## src/obst_ram.sv

```systemverilog
// ----------------------------------------------------------------------------
// obst_ram
// generic single-port-write, single-port-read ram with registered read
// ----------------------------------------------------------------------------
module obst_ram #(
    parameter int WIDTH = 8,
    parameter int DEPTH = 16
) (
    input  logic                     clk,
    input  logic                     we,
    input  logic [$clog2(DEPTH)-1:0] waddr,
    input  logic [WIDTH-1:0]         wdata,
    input  logic [$clog2(DEPTH)-1:0] raddr,
    output logic [WIDTH-1:0]         rdata
);
    logic [WIDTH-1:0] mem [DEPTH];

    always_ff @(posedge clk)
    begin
        if (we)
        begin
            mem[waddr] <= wdata;
        end
        rdata <= mem[raddr];
    end
endmodule

```

## config.mk

```make
export PLATFORM = sky130hd
export DESIGN_NAME = obst_ram
export DESIGN_NICKNAME = d
export VERILOG_FILES = /design/src/obst_ram.sv
export SDC_FILE = /design/constraint.sdc
export NUM_CORES = 1
export LEC_CHECK = 0
export BUFFER_PORTS_ARGS = -buffer_cell sky130_fd_sc_hd__buf_2
export CORE_AREA = 3 3 97 99
export CTS_CLUSTER_SIZE = 16
export DETAILED_ROUTE_END_ITERATION = 8
export DIE_AREA = 0 0 100 102
export HOLD_SLACK_MARGIN = 0.03
export PLACE_DENSITY = 0.75
export SLEW_MARGIN = 40
export SYNTH_ARGS = -nofsm -noshare
export SYNTH_HDL_FRONTEND = slang
export SYNTH_SLANG_ARGS = --single-unit
export TNS_END_PERCENT = 1
```

## constraint.sdc

```tcl
create_clock -name clk -period 2.34 [get_ports clk]
set_input_delay 0.234 -clock clk [delete_from_list [all_inputs] [get_ports clk]]
set_output_delay 0.234 -clock clk [all_outputs]
set_load 0.02 [all_outputs]
```

== After elaboration in Yosys (flattened, before gate mapping) ==
Memories as Yosys holds them, arrays and structs flattened. A register that Yosys moved wholly into a read port is not among the register bits.
Cells that the tools add are included.

* Register bits: 0
* RAM bits: 128
* Input port bits: 18
* Output and inout bits: 8
* Word-level logic and storage cells: 3
* Memories kept: 1

* Mux-type cells: 2

{| class="wikitable"
|+ Memory list
! name !! depth !! bits a word !! read ports !! clocked after memory_dff !! write ports !! RTL line !! source
|-
| mem || 16 || 8 || 1 || 1 || 1 || 16 || <nowiki>logic [WIDTH-1:0] mem [DEPTH];</nowiki>
|}

{| class="wikitable"
|+ Operators with widths
! operator !! number
|-
| $mux 1 || 2
|}

== Longest topological paths before layout ==
Gate-level depths: netlist of the first run.

* Depth after elaboration: 2
* Gate-level depth with buffers: 5

== Worst setup path after synthesis of the first run ==
Ideal clock, no wire load.

* Path kind: input port to flip-flop
* From: input port waddr[2]
* To: memory mem[0][0] (enable)
* Setup time: 383 ps
* Arrival time: 1344 ps
* Required time: 1957 ps
* Slack: 613 ps
* Stages: 2
* Path buffers: 0
* Path through: or3b_2 nor3_1

{| class="wikitable"
|+ RTL lines
! item !! RTL line !! source
|-
| start: declaration || 11 || <nowiki>input logic [$clog2(DEPTH)-1:0] waddr,</nowiki>
|-
| end: declaration || 16 ||
|}

No word-level cell before the write port.

==> results.toml, run 1 <==
[floorplan]
die_x_um = 100
start_util = 0.596
core-area_um2 = 8640
die_area_um2 = 10200
rows = 34
die_h_um = 102
pin_count = 26

[worst_setup_path]
critPathMaxFanout = 1
worst_path_dominant_cell_family = "multiplexers"
max_stage_delay_ns = 0.55
cp-end-kind = "flop"
crit_type = "reg2reg"
reg2reg_slack_ns = 0.90
path_buf_inv = 0
reg2regPathDepth = 3
cp.required_ns = 2.73
reg2reg_from = "mem[1][1]$_DFFE_PP_"
r2r_end = "rdata[1]$_DFF_P_"
path_cells = "mux4_1 > a22oi_1 > nand2_1"
crit_arrival_ns = 1.83
slowest_stage = "mux4_1"
start_kind = "flop"

[timing]
rsz0062_at_grt = "false"
min_period_ns = 1.44
finClkSkew_ns = 0.00740
setup_viol = 0
max_freq_mhz = 694
tns_ns = 0
slew_headroom = 0.485
fin_crit_sh = 0.616
hold_violations = 0
worst_pin_slew_ns = 0.770
slew_viol_final = 0

[cells_and_area]
fillers = 491
multiInputGateArea_um2 = 1060
regArea_um2 = 4000
mostFrequentLayoutCells = "edfxtp_1 (128), buf_2 (25), mux4_2 (18), a22oi_1 (16), clkbuf_16 (16)"
fin_nets = 298
drive_above_1_share = 0.314
area_delta_synth_final_pct = 19.8
final_common_cell = "edfxtp_1"
n_antenna_cell = 0

[yosys]
synth_seq_area_share = 0.778
ys_ff_latch = 136
yosys.area_share.simple = 0.0318
synth-adder-area-share = 0
avgSynthCellArea_um2 = 22.5
yosysUniqueCellTypes = 19
synth_top_family_by_area = "multiplexers"
syn_area_um2 = 5150
synth_compound_area_frac = 0.0233
yosysTopAreaCell = "edfxtp_1"
synthesis.nets = 247
synthXorXnorAreaFrac = 0
synthCells = 229
yosysWarningCount = 0
synth.top_cell.area_share = 0.747
synth.area.top_cells = "edfxtp_1 (75%), mux4_2 (7.9%), mux4_1 (7.1%)"
synth_mux_area_frac = 0.150

[clock_tree]
cts_num_sinks = 136
cts_buffers = 17
cts_resized = 0
postCtsSetupBuffers = 0
worstSkewPairLatency_ns = 0.51
cts_hold_buf = 0
clk_pin_slew_ns = 0.06
cts_max_path_buffers = 2
cts_tree = "done"
cts-root-buf = "clkbuf_8"
htree_levels = 4

[min_path]
hold_start = "wdata[4]"
worstHoldEndpoint = "mem[6][4]$_DFFE_PP_"
hold_depth = 1
hp-class = "in2reg"

[global_route]
grtUsageTotal = 0.221
grt_overflow = 0
grt_max_degree = 33
grt_pass1_wl_um = 15700
grt_pass1_vias = 2644
grt_antenna_before_repair = 0

[drt]
vias_per_cell = 6.28
drt_iter0_drc = 203
postRouteAntennaNets = 0
drt_wl_total_um = 10100
drc = 0
vias = 2517
wire_per_inst_um = 25.1
dr.pass1.iters = 5

[power_and_ir_drop]
leakage_nw = 2.12
power.total_mw = 6.06
ir_drop_mv = 0.524
power-per-cell-area_nw_per_um2 = 983

[place]
dp_hpwl_um = 5840
gp_congestion = 0.736
portBuffers = 25

[flow_run]
cap_viol_max_count = 0

[status]
status = "finished clean"
layout make-up:
class | instances | share of cell area
sequential | 136 | 0.649
multi-input combinational | 83 | 0.171
clock buffer | 20 | 0.0722
timing repair buffer | 42 | 0.0450
clock inverter | 12 | 0.0400
tap | 108 | 0.0219
where the power goes:
group	total, mW	internal [mW]	switching (mW)
clock	3.05	2.11	0.945
combinational	0.268	0.108	0.160
sequential	2.74	2.72	0.0153
per-layer routing:
| layer | global-route usage | wire length (µm) |
|---|---|---|
| met5 | 0 | 0 |
| met2 | 0.349 | 5150 |
| met4 | 0.105 | 193 |
| met1 | 0.291 | 4100 |
| met3 | 0.0635 | 605 |
worst reg2reg max path, stage by stage, from the launching register on:
cell and delay, ns:
edfxtp_1 0.41, mux4_1 0.55, a22oi_1 0.26, nand2_1 0.11
cell usage after synthesis:
library cell,n
nor3_1,4
buf_4,1
mux4_1,14
a22oi_1,16
and2_1,1
dfxtp_1,8
nor2b_1,1
nand2b_1,2
nand3_1,1
edfxtp_1,128
buf_2,3
clkdlybuf4s25_2,3
buf_6,3
nand2_1,9
and2b_1,1
mux4_2,18
nand3b_1,2
nor2_1,13
or3b_2,1
how the worst max path moves through the flow:
stage	start	to	slack [ns]	cells past startpoint
global placement	raddr[0]	rdata[2]$_DFF_P_	0.63	5
floorplan	waddr[2]	mem[0][0]$_DFFE_PP_	0.61	2
global route	mem[3][1]$_DFFE_PP_	rdata[1]$_DFF_P_	0.81	3
detailed placement	raddr[0]	rdata[2]$_DFF_P_	0.64	5
finish	mem[1][1]$_DFFE_PP_	rdata[1]$_DFF_P_	0.90	3
CTS	mem[3][1]$_DFFE_PP_	rdata[1]$_DFF_P_	0.90	3
kinds of logic (layout without fill, tap and decap cells):
family                 count (synthesis)  after routing
flip-flops                           136            136
AND/OR/NAND/NOR                       35             35
buffers and inverters                 10             74
AO/OA/AOI/OAI                         16             16
multiplexers                          32             32
through the flow:
stage / utilization / worst slack, ns / cell area (µm²) / cells / hold slack [ns]
6_report: 0.714 / 0.899 / 6170 / 401 / 0.0998
5_1_grt: 0.714 / 0.814 / 6170 / 401 / 0.0798
3_5_place_dp: 0.634 / 0.637 / 5470 / 369 / 0.627
2_1_floorplan: - / 0.613 / 5150 / 229 / 0.333
4_1_cts: 0.714 / 0.901 / 6170 / 401 / 0.0706
3_3_place_gp: 0.634 / 0.633 / 5470 / 369 / 0.607
state kept, by name (all words and copies together), names as in the netlist:
name and cells:
rdata 8, mem 128
(Power assumes the default switching activity.)
==> inputs of run 2 (changes only) <==
CORE_AREA = 3 3 102 104   (was 3 3 97 99)
DIE_AREA = 0 0 105 107   (was 0 0 100 102)
PLACE_DENSITY = 0.71   (was 0.75)
clock period = 1.22 ns   (was 2.34 ns; I/O delays follow)
==> results.toml, run 2 (synthesis gave the netlist of run 1 again) <==
[worst_setup_path]
reg2reg_slack_ns = -0.05
r2r_end = "rdata[6]$_DFF_P_"
reg2reg_from = "mem[0][6]$_DFFE_PP_"
crit_arrival_ns = 1.67
reg2regPathDepth = 3
start_kind = "flop"
critPathMaxFanout = 1
cp.required_ns = 1.62
cp-end-kind = "flop"
crit_type = "reg2reg"

[cells_and_area]
drive_above_1_share = 0.377
mostFrequentLayoutCells = "edfxtp_1 (128), mux4_2 (26), buf_2 (23), buf_4 (20), clkbuf_16 (16)"
area_delta_synth_final_pct = 22.2
design_area_um2 = 6290
largest_reg_flops = 128
final_cells = 441
n_antenna_cell = 0
final_common_cell = "edfxtp_1"
top_register = "mem"
fin_nets = 313
reg_top3 = "mem: 128 flops, rdata: 8 flops"

[timing]
finClkSkew_ns = 0.00634
worst_pin_slew_ns = 0.796
tns_ns = -0.148
hold_violations = 0
setup_slack_ns = -0.0538
max_freq_mhz = 785
rsz0062_at_grt = "true"
min_period_ns = 1.27
slew_viol_final = 0
slew_headroom = 0.468
fin_crit_sh = 1.04
setup_viol = 7

[clock_tree]
cts_max_path_buffers = 2
worstSkewPairLatency_ns = 0.52
clk_pin_slew_ns = 0.06
htree_levels = 4
cts_buffers = 17
cts_tree = "done"
cts_num_sinks = 136
cts-root-buf = "clkbuf_8"

[place]
dp_hpwl_um = 6000
placed_area_um2 = 5630
gp_congestion = 0.712
portBuffers = 25
post-place-cells = 401

[flow_run]
cap_viol_max_count = 0

[floorplan]
die_h_um = 107
rows = 36
pin_count = 26
die_area_um2 = 11200
core-area_um2 = 9640
die_x_um = 105
start_util = 0.534

[global_route]
grt_pass1_vias = 2580
use_met3 = 0.0506
grt_max_degree = 21
grt_overflow = 0
use_met2 = 0.297
grt_use_met1 = 0.251
top_usage_layer = "met2"
grtUsageTotal = 0.187
grt_antenna_before_repair = 0
grt_pass1_wl_um = 14800

[status]
failed_checks = "setup timing"
status = "finished, violations left"

[drt]
dr.pass1.iters = 4
drt_wl_total_um = 9430
vias_per_cell = 5.51
drt_iter0_drc = 203
vias = 2430
postRouteAntennaNets = 0
wire_per_inst_um = 21.4
drc = 0

[power_and_ir_drop]
power-per-cell-area_nw_per_um2 = 1700
ir_drop_mv = 1.02
leakage_nw = 2.12

[min_path]
worstHoldEndpoint = "mem[0][7]$_DFFE_PP_"
hold_start = "waddr[0]"
hold_depth = 3
hp-class = "in2reg"
run 2: cell count changes in the layout (fill, tap and decap cells not counted), moves of 4 or more:
cell and delta:
a22oi_1 -6, a22oi_2 +6, buf_12 +4, buf_4 +5
bufinv_16 -4, dlygate4sd3_1 +8, mux4_1 -8, mux4_2 +8
run 2: worst max path at each step:
| stage | endpoint | startpoint |
|---|---|---|
| CTS | rdata[6]$_DFF_P_ | mem[2][6]$_DFFE_PP_ |
| floorplan | mem[4][0]$_DFFE_PP_ | waddr[3] |
| finish | rdata[6]$_DFF_P_ | mem[0][6]$_DFFE_PP_ |
| global placement | rdata[2]$_DFF_P_ | raddr[0] |
| detailed placement | rdata[2]$_DFF_P_ | raddr[0] |
| global route | rdata[6]$_DFF_P_ | mem[2][6]$_DFFE_PP_ |
run 2: power by group:
part | switching, mW | total, mW | internal [mW]
clock network | 1.80 | 4.88 | 3.08
registers | 0.0363 | 5.26 | 5.23
logic | 0.311 | 0.568 | 0.257
run 2: final cells by class:
cell class | count | area, µm²
sequential | 136 | 4000
fill | 645 | 3350
multi-input combinational | 83 | 1080
timing repair buffer | 57 | 465
clock buffer | 18 | 418
tap | 133 | 166
clock inverter | 14 | 158
run 2: stage by stage:
step	power (mW)	utilization	hold slack, ns	setup WS, ns
CTS	10.8	0.652	0.137	-0.0665
global placement	5.87	0.584	0.512	-0.328
detailed placement	5.89	0.584	0.518	-0.346
global route	11.1	0.653	0.143	-0.0981
floorplan	5.65	-	0.221	-0.0936
finish	10.7	0.653	0.151	-0.0538
run 2: repair_timing:
action | CTS | global route
hold endpoints to repair | 128 | 0
gates resized for setup | 14 | 2
setup buffers | 0 | 0
hold buffers | 8 | 0
pin swaps | 6 | 0
setup endpoints to repair | 8 | 10
run 2: worst max-delay path, stage by stage (launching register included):
cell and delay [ns]:
edfxtp_1 0.38, mux4_2 0.48, a22oi_2 0.21, nand2_1 0.08
run 2: layer usage:
metal / wire [µm] / share of wire / vias to the layer above
met4: 192 / 0.020 / 0
met3: 331 / 0.035 / 16
li1: - / - / 1096
met2: 4780 / 0.51 / 62
met5: 0 / 0 / -
met1: 4130 / 0.44 / 1256
